[src/rtl/core/fpq_pkg.sv]
`default_nettype none
// ----------------------------------------------------------------------------
// fpq_pkg
// shared sizes, operation and status codes, controller states and the
// command bundle of the four-level priority queue
// ----------------------------------------------------------------------------
package fpq_pkg;

	// storage sizes
	localparam int CAPACITY = 16;
	localparam int TAG_BITS = 16;

	// fixed field widths
	localparam int MODE_W  = 2;
	localparam int TAG_W   = 16;
	localparam int LVL_W   = 3;
	localparam int STAT_W  = 2;
	localparam int ENTRY_W = 5;

	// stored tag width: only the low TAG_BITS bits of a tag are kept
	localparam int SLOT_TAG_W = (TAG_BITS < TAG_W) ? TAG_BITS : TAG_W;
	// held count must reach CAPACITY itself
	localparam int CNT_W      = $clog2(CAPACITY + 1);

	// operations
	localparam logic [MODE_W-1:0] MODE_PUSH   = 2'd0;
	localparam logic [MODE_W-1:0] MODE_POP    = 2'd1;
	localparam logic [MODE_W-1:0] MODE_SEARCH = 2'd2;

	// result status
	localparam logic [STAT_W-1:0] ST_OK        = 2'd0;
	localparam logic [STAT_W-1:0] ST_EMPTY     = 2'd1;
	localparam logic [STAT_W-1:0] ST_FULL      = 2'd2;
	localparam logic [STAT_W-1:0] ST_NOT_FOUND = 2'd3;

	// urgency range
	localparam logic [LVL_W-1:0] LEVEL_BOTTOM = 3'd1;
	localparam logic [LVL_W-1:0] LEVEL_TOP    = 3'd4;

	typedef enum logic [1:0] {
		CTL_IDLE,
		CTL_EXEC,
		CTL_RESP
	} ctl_state_t;

	// controller to datapath
	typedef struct packed {
		logic load;   // capture the incoming item
		logic exec;   // carry out the captured operation
	} dp_cmd_t;

endpackage : fpq_pkg
`default_nettype wire

[src/rtl/core/fpq_ctrl.sv]
`default_nettype none
// ----------------------------------------------------------------------------
// fpq_ctrl
// sequencer: accepts an item, runs it through the datapath, then holds the
// result until the output side takes it
// ----------------------------------------------------------------------------
module fpq_ctrl (
	input  wire logic            clk,
	input  wire logic            arst_n,
	input  wire logic            in_valid,
	output logic                 in_stall,
	output logic                 out_valid,
	input  wire logic            out_stall,
	output fpq_pkg::dp_cmd_t     cmd
);
	import fpq_pkg::*;

	ctl_state_t state_q;
	ctl_state_t state_d;

	always_ff @(posedge clk or negedge arst_n) begin
		if (!arst_n) begin
			state_q <= CTL_IDLE;
		end else begin
			state_q <= state_d;
		end
	end

	always_comb begin
		state_d   = state_q;
		in_stall  = 1'b1;
		out_valid = 1'b0;
		cmd       = '0;
		unique case (state_q)
			CTL_IDLE: begin
				in_stall = 1'b0;
				if (in_valid) begin
					cmd.load = 1'b1;
					state_d  = CTL_EXEC;
				end
			end
			CTL_EXEC: begin
				cmd.exec = 1'b1;
				state_d  = CTL_RESP;
			end
			CTL_RESP: begin
				out_valid = 1'b1;
				if (!out_stall) begin
					state_d = CTL_IDLE;
				end
			end
			default: begin
				state_d = CTL_IDLE;
			end
		endcase
	end

	// one item in flight: no input taken while a result waits
	a_no_accept_while_resp: assert property (@(posedge clk) disable iff (!arst_n)
		out_valid |-> in_stall)
		else $error("input accepted while a result is pending");

	// every load is followed by exactly one execute
	a_load_then_exec: assert property (@(posedge clk) disable iff (!arst_n)
		cmd.load |=> (cmd.exec && !cmd.load))
		else $error("load not followed by execute");

	// result appears the cycle after execute
	a_exec_then_resp: assert property (@(posedge clk) disable iff (!arst_n)
		cmd.exec |=> out_valid)
		else $error("execute not followed by result");

endmodule : fpq_ctrl
`default_nettype wire

[src/rtl/core/fpq_datapath.sv]
`default_nettype none
// ----------------------------------------------------------------------------
// fpq_datapath
// sorted slot array with parallel insert, pop and search, plus the
// result registers
// ----------------------------------------------------------------------------
module fpq_datapath (
	input  wire logic                          clk,
	input  wire logic                          arst_n,
	input  wire fpq_pkg::dp_cmd_t              cmd,
	input  wire logic [fpq_pkg::MODE_W-1:0]    mode,
	input  wire logic [fpq_pkg::TAG_W-1:0]     item_tag,
	input  wire logic [fpq_pkg::LVL_W-1:0]     priority_level,
	output logic      [fpq_pkg::TAG_W-1:0]     result_tag,
	output logic      [fpq_pkg::LVL_W-1:0]     result_level,
	output logic      [fpq_pkg::STAT_W-1:0]    status,
	output logic      [fpq_pkg::ENTRY_W-1:0]   entry_count
);
	import fpq_pkg::*;

	// captured operation
	logic [MODE_W-1:0]     op_mode_q;
	logic [SLOT_TAG_W-1:0] op_tag_q;
	logic [LVL_W-1:0]      op_lvl_q;

	// slot array, slot 0 is the head
	logic [SLOT_TAG_W-1:0] slot_tag_q [CAPACITY];
	logic [LVL_W-1:0]      slot_lvl_q [CAPACITY];
	logic [SLOT_TAG_W-1:0] slot_tag_d [CAPACITY];
	logic [LVL_W-1:0]      slot_lvl_d [CAPACITY];
	logic [CNT_W-1:0]      count_q;
	logic [CNT_W-1:0]      count_d;

	// result registers
	logic [TAG_W-1:0]  res_tag_q;
	logic [LVL_W-1:0]  res_lvl_q;
	logic [STAT_W-1:0] res_stat_q;
	logic [TAG_W-1:0]  res_tag_d;
	logic [LVL_W-1:0]  res_lvl_d;
	logic [STAT_W-1:0] res_stat_d;

	logic [LVL_W-1:0]    lvl_clamp;
	logic [CAPACITY-1:0] occupied;
	logic [CAPACITY-1:0] keep;
	logic [CAPACITY-1:0] match;
	logic [LVL_W-1:0]    found_lvl;
	logic                full;

	always_ff @(posedge clk) begin
		if (cmd.load) begin
			op_mode_q <= mode;
			op_tag_q  <= item_tag[SLOT_TAG_W-1:0];
			op_lvl_q  <= priority_level;
		end
		if (cmd.exec) begin
			slot_tag_q <= slot_tag_d;
			slot_lvl_q <= slot_lvl_d;
			res_tag_q  <= res_tag_d;
			res_lvl_q  <= res_lvl_d;
			res_stat_q <= res_stat_d;
		end
	end

	always_ff @(posedge clk or negedge arst_n) begin
		if (!arst_n) begin
			count_q <= '0;
		end else if (cmd.exec) begin
			count_q <= count_d;
		end
	end

	// per-slot compares
	always_comb begin
		if (op_lvl_q < LEVEL_BOTTOM) begin
			lvl_clamp = LEVEL_BOTTOM;
		end else if (op_lvl_q > LEVEL_TOP) begin
			lvl_clamp = LEVEL_TOP;
		end else begin
			lvl_clamp = op_lvl_q;
		end
		for (int i = 0; i < CAPACITY; i++) begin
			occupied[i] = count_q > CNT_W'(i);
			keep[i]     = occupied[i] && (slot_lvl_q[i] >= lvl_clamp);
			match[i]    = occupied[i] && (slot_tag_q[i] == op_tag_q);
		end
		full      = count_q == CNT_W'(CAPACITY);
		// first match from the head wins
		found_lvl = '0;
		for (int i = CAPACITY - 1; i >= 0; i--) begin
			if (match[i]) begin
				found_lvl = slot_lvl_q[i];
			end
		end
	end

	// operation decode
	always_comb begin
		slot_tag_d = slot_tag_q;
		slot_lvl_d = slot_lvl_q;
		count_d    = count_q;
		res_tag_d  = '0;
		res_lvl_d  = '0;
		res_stat_d = ST_OK;
		unique case (op_mode_q)
			MODE_PUSH: begin
				if (full) begin
					res_stat_d = ST_FULL;
				end else begin
					// insert point is the first slot not kept
					if (!keep[0]) begin
						slot_tag_d[0] = op_tag_q;
						slot_lvl_d[0] = lvl_clamp;
					end
					for (int i = 1; i < CAPACITY; i++) begin
						if (!keep[i]) begin
							if (keep[i-1]) begin
								slot_tag_d[i] = op_tag_q;
								slot_lvl_d[i] = lvl_clamp;
							end else begin
								slot_tag_d[i] = slot_tag_q[i-1];
								slot_lvl_d[i] = slot_lvl_q[i-1];
							end
						end
					end
					count_d = count_q + 1'b1;
				end
			end
			MODE_POP: begin
				if (count_q == '0) begin
					res_stat_d = ST_EMPTY;
				end else begin
					res_tag_d = TAG_W'(slot_tag_q[0]);
					res_lvl_d = slot_lvl_q[0];
					for (int i = 0; i < CAPACITY - 1; i++) begin
						slot_tag_d[i] = slot_tag_q[i+1];
						slot_lvl_d[i] = slot_lvl_q[i+1];
					end
					count_d = count_q - 1'b1;
				end
			end
			MODE_SEARCH: begin
				if (|match) begin
					res_lvl_d = found_lvl;
				end else begin
					res_stat_d = ST_NOT_FOUND;
				end
			end
			default: begin
				res_stat_d = ST_OK;
			end
		endcase
	end

	assign result_tag   = res_tag_q;
	assign result_level = res_lvl_q;
	assign status       = res_stat_q;
	assign entry_count  = ENTRY_W'(count_q);

	// fill never passes capacity
	a_count_bound: assert property (@(posedge clk) disable iff (!arst_n)
		count_q <= CNT_W'(CAPACITY))
		else $error("held count beyond capacity");

	// a successful pop shrinks the queue by one
	a_pop_count: assert property (@(posedge clk) disable iff (!arst_n)
		(cmd.exec && op_mode_q == MODE_POP && count_q != '0)
		|=> count_q == $past(count_q) - 1'b1)
		else $error("pop did not remove one entry");

	// head stays the most urgent entry
	a_head_sorted: assert property (@(posedge clk) disable iff (!arst_n)
		(count_q >= CNT_W'(2)) |-> (slot_lvl_q[0] >= slot_lvl_q[1]))
		else $error("slot order broken at head");

endmodule : fpq_datapath
`default_nettype wire

[src/rtl/core/four_level_priority_queue.sv]
`default_nettype none
// ----------------------------------------------------------------------------
// four_level_priority_queue
// bounded priority queue, four urgency levels, sorted highest level first
// with equal levels served in arrival order; push, pop and search by tag
// ----------------------------------------------------------------------------
//
//  channel  handshake             payload
//  -------  --------------------  ----------------------------------------
//  input    in_valid / in_stall   mode, item_tag, priority_level
//  output   out_valid / out_stall result_tag, result_level, status,
//                                 entry_count
//
//  an item is captured at its accepting edge; the next cycle runs it
//  through the slot array into the result register, so the result shows
//  once that register has loaded, and is held there until it is taken
//  the slot array does insert, pop and search on all slots in parallel in
//  its execute step; the sequencer takes the next item only once the
//  previous result has been taken, so no new item is accepted while
//  out_stall is held
//  reset empties the queue at once; slot contents are left as they are
//
module four_level_priority_queue (
	input  wire logic                          clk,
	input  wire logic                          arst_n,
	// input channel
	input  wire logic                          in_valid,
	output logic                               in_stall,
	input  wire logic [fpq_pkg::MODE_W-1:0]    mode,
	input  wire logic [fpq_pkg::TAG_W-1:0]     item_tag,
	input  wire logic [fpq_pkg::LVL_W-1:0]     priority_level,
	// output channel
	output logic                               out_valid,
	input  wire logic                          out_stall,
	output logic      [fpq_pkg::TAG_W-1:0]     result_tag,
	output logic      [fpq_pkg::LVL_W-1:0]     result_level,
	output logic      [fpq_pkg::STAT_W-1:0]    status,
	output logic      [fpq_pkg::ENTRY_W-1:0]   entry_count
);
	import fpq_pkg::*;

	// command bundle from sequencer to slot array
	dp_cmd_t cmd;

	// sequencer: idle, execute, hold result
	fpq_ctrl u_ctrl (
		.clk       (clk),
		.arst_n    (arst_n),
		.in_valid  (in_valid),
		.in_stall  (in_stall),
		.out_valid (out_valid),
		.out_stall (out_stall),
		.cmd       (cmd)
	);

	// slot array and result registers; results stay stable while stalled
	// since they only load on execute
	fpq_datapath u_datapath (
		.clk            (clk),
		.arst_n         (arst_n),
		.cmd            (cmd),
		.mode           (mode),
		.item_tag       (item_tag),
		.priority_level (priority_level),
		.result_tag     (result_tag),
		.result_level   (result_level),
		.status         (status),
		.entry_count    (entry_count)
	);

endmodule : four_level_priority_queue
`default_nettype wire
[config.mk]
export PLATFORM = sky130hd
export DESIGN_NAME = four_level_priority_queue
export DESIGN_NICKNAME = d
export VERILOG_FILES = /design/src/rtl/core/fpq_pkg.sv /design/src/rtl/core/fpq_ctrl.sv /design/src/rtl/core/fpq_datapath.sv /design/src/rtl/core/four_level_priority_queue.sv
export SDC_FILE = /design/constraint.sdc
export NUM_CORES = 1
export LEC_CHECK = 0
export BUFFER_PORTS_ARGS = -buffer_cell sky130_fd_sc_hd__clkbuf_2
export CORE_MARGIN = 2
export CORE_UTILIZATION = 45
export CTS_CLUSTER_SIZE = 16
export DETAILED_ROUTE_END_ITERATION = 6
export SYNTH_ARGS = -nofsm -noshare
export SYNTH_HDL_FRONTEND = slang
export SYNTH_SLANG_ARGS = --single-unit
[constraint.sdc]
create_clock -name clk -period 4.2 [get_ports clk]
set_input_delay 0.21 -clock clk [delete_from_list [all_inputs] [get_ports clk]]
set_output_delay 0.21 -clock clk [all_outputs]
set_load 0.03 [all_outputs]
==> summary.md <==
| Metric | Value |
|---|---|
| Layout cells sized above 1 | 0.117 |
| Post-route design area | about 0.025 sq mm |
| Gate count of the mapped netlist | ~2,100 |
| Seq/Total Area, Yosys | 0.476 |
| GPL Wtd Cong | 0.933 |
| Final period utilization | 0.868 |
| Diode count | 0 |
| Total I/O pin count | 53 |
| Reg-to-reg slack, setup | ~0.55 ns |
| Initial antenna violation count | 0 |
| Die area | 0.0511 sq mm |
| Slew HR | 0.232 |
| Drt total wl | 67,200 um |
| Max H-tree Level | 2 |
| Clock Pin Slew Worst Setup and Hold Paths | around 0.060 ns |
| Slew Limit Fails | 0 |
| Worst hold path stage count | 2 |
| Hold_sp | item_tag[4] |
| Leakage | 9.16 nW |
| Final Util | 0.507 |
| Clock Tree Root | clkbuf_16 |
| Crit Path Max Fanout | 14 |
| Routed length per placed instance | 23.5 um |
| Setup crit end kind | flop |
| Via count | 16,800 |
| Worst-skew pair later-pin latency | 0.58 ns |
| First-pass GRT wire length | 101,000 um |
| Peak Freq | around 270 MHz |
| Final net count | 2,247 |
| Final Hold Viols | 0 |
| RSZ-0062 raised after global routing | no |
| Count of different cell masters after synthesis | 60 |
| First DRT Iteration DRCs | 1,763 |
| Worst Tran Pin Value | 1.15 ns |
| Status | finished clean |
| Max-cap violations | 0 |
| Worst reg2reg path depth | 10 |
| Port Buffer Count | 52 |
| Total global-route track usage | 0.261 |
| Worst Setup Path Type | flop to flop |
| CTS Buffer Depth | 3 |
| Async SR Flop Fraction | 0.0198 |
| Finish-stage setup viols | 0 |
| Flops & latches, synth | 353 |
| RR Startpoint | u_datapath.entry_count[1]$_DFFE_PN0P_ |
| Vias in the first global route | about 16,000 |
| CTS tree | done |
| Die Wd | around 230 um |
| Post-route ant nets | 0 |
| VDD IR max | roughly 0.33 mV |
| Area leader, netlist | edfxtp_1 |
| Setup TNS | 0 ns |
| Synth Flop Type | edfxtp_1 |
| Vias per cell | around 5.9 |
| Worst setup SP type | flop |
| PD cells | 632 mW/mm^2 |
| Chip Height | approximately 230 um |
| Yosys warns | 0 |
| Post-synth EDFFs | 346 |
| Grt total ovfl | 0 |
| Post-route DRC | 0 |
| Cell Area, Synth | 0.0222 sq mm |
| Worst Setup SP | u_datapath.entry_count[1]$_DFFE_PN0P_ |
| Dpl cell area | roughly 0.023 sq mm |
| RR Endpoint | u_datapath.result_level[0]$_DFFE_PP_ |
| Cts repair resizes | 0 |
| WP data arrival | 3.98 ns |
| CTS buffer count | 40 |
| Worst Hold Path EP | u_datapath.op_tag_q[4]$_DFFE_PP_ |
| CTS sink count | 353 |
| WP data required | between 4 and 5 ns |
| Row count | 81 |
| Area Growth Syn to Fin | 11.7% |
| Area share of the largest cell type after synthesis | 0.468 |
| Detailed Place HPWL | 45,700 um |
| Leading cell types by total area after synthesis | edfxtp_1 47%, mux2i_1 12%, o21ai_0 6.6%, nand2_1 5.7%, xor2_1 5.2% |
| Mean Syn Cell Area | 10.4 sq um |
| Drt pass-1 iters | 5 |
| Worst hold-check path type | input port to flop |
| Synthesized Nets | 2,217 |
| Tmin final | 3.65 ns |
| Starting Density | 0.454 |
| Worst Skew | 0.0274 ns |
| Core Footprint | slightly below 0.05 sq mm |
| # fillers | 4,492 |
| Largest net degree at the start of global routing | 171 |
## layout by cell type, fill, tap and decap left out, drive strengths merged, types with 4 or more instances in the layout
master,n
a2111oi,6
a21o,11
a21oi,57
a31oi,4
and2,20
and3,7
buf,86
clkbuf,105
clkinv,18
dfrtp,7
dlygate4sd3,25
edfxtp,346
ha,57
inv,35
mux2,17
mux2i,256
nand2,334
nand2b,19
nand3,18
nand3b,4
nand4,31
nor2,52
nor2b,12
nor3,13
nor4,35
o211ai,5
o21ai,299
o22ai,4
or2,7
or3,6
or4,5
xnor2,129
xor2,131
## stage by stage
step	total power, mW	cells	hold slack (ns)	worst slack (ns)
floorplan	10.1	2135	-0.0856	0.0703
global placement	12.0	2762	0.0452	0.593
detailed placement	12.1	2762	0.0520	0.602
CTS	15.6	2860	0.324	0.609
global route	16.4	2860	0.357	0.365
finish	15.7	2860	0.350	0.555
## repair_timing
| item | in CTS | in global routing |
|---|---|---|
| setup buffers | 0 | 0 |
| setup endpoints to repair | 0 | 0 |
| hold endpoints to repair | 30 | 0 |
| hold buffers | 25 | 0 |
## registers in the layout (all words and copies together) (netlist names)
register                 count
u_datapath.result_tag       16
u_datapath.op_mode_q         2
u_ctrl.state_q               2
u_datapath.status            2
u_datapath.slot_tag_q      256
u_datapath.op_lvl_q          3
u_datapath.slot_lvl_q       48
u_datapath.op_tag_q         16
u_datapath.result_level      3
u_datapath.entry_count       5
## worst max-delay path, cell delays in order (launching register included)
cell and delay (ns):
dfrtp_1 0.64, inv_1 0.16, ha_1 0.21, o21ba_2 0.26, a21boi_0 0.29, or3_1 0.58, nor2_1 0.43, a2111oi_0 0.16
o2111a_1 0.20, a211o_1 0.29, a22o_1 0.19
## layout make-up
type,count,area [sq um],share of cell area
Multi-Input combinational cell,1570,10700,0.433
Sequential cell,353,10600,0.426
Timing Repair Buffer,163,1240,0.0502
Clock buffer,53,1090,0.0441
Tap cell,664,831,0.0335
Clock inverter,20,184,0.00742
Inverter,37,139,0.00560
## metal layers
metal,vias up,global-route usage,wire length (um),share of wire
met3,98,0.0475,4970,0.074
met2,642,0.394,29600,0.44
li1,7680,-,-,-
met1,8385,0.388,31300,0.47
met4,0,0.0639,1410,0.021
met5,-,0,0,0
## logic make-up after synthesis
logic type | after synthesis | share of synthesized area
buffers and inverters | 212 | 0.0467
AO/OA/AOI/OAI | 414 | 0.102
XOR/XNOR | 260 | 0.103
multiplexers | 273 | 0.124
flip-flops | 353 | 0.476
AND/OR/NAND/NOR | 566 | 0.116
adder cells (fa/ha/maj) | 57 | 0.0321
## worst max path at each step
| stage | slack [ns] | end | cells past startpoint |
|---|---|---|---|
| detailed placement | 0.60 | u_datapath.result_level[0]$_DFFE_PP_ | 10 |
| finish | 0.55 | u_datapath.result_level[0]$_DFFE_PP_ | 10 |
| global route | 0.37 | u_datapath.result_level[0]$_DFFE_PP_ | 10 |
| CTS | 0.61 | u_datapath.result_level[0]$_DFFE_PP_ | 10 |
| global placement | 0.59 | u_datapath.result_level[0]$_DFFE_PP_ | 10 |
| floorplan | 0.07 | u_datapath.slot_lvl_q[39]$_DFFE_PP_ | 10 |
## Yosys cell counts, drive strengths merged (12+ instances only)
cell,number
a21oi,57
and2,20
buf,69
clkbuf,106
edfxtp,346
ha,57
inv,35
mux2,17
mux2i,256
nand2,334
nand2b,19
nand3,18
nand4,31
nor2,52
nor2b,12
nor3,13
nor4,35
o21ai,299
xnor2,129
xor2,131
## report_power, final
part           leakage [nW]  switching (mW)  internal [mW]  total [mW]
Clock                 0.622            1.50           2.02        3.52
Combinational          5.27            3.84           2.43        6.27
Sequential             3.26           0.822           5.06        5.88
Total                  9.16            6.17           9.50        15.7
(Power assumes the default switching activity.)
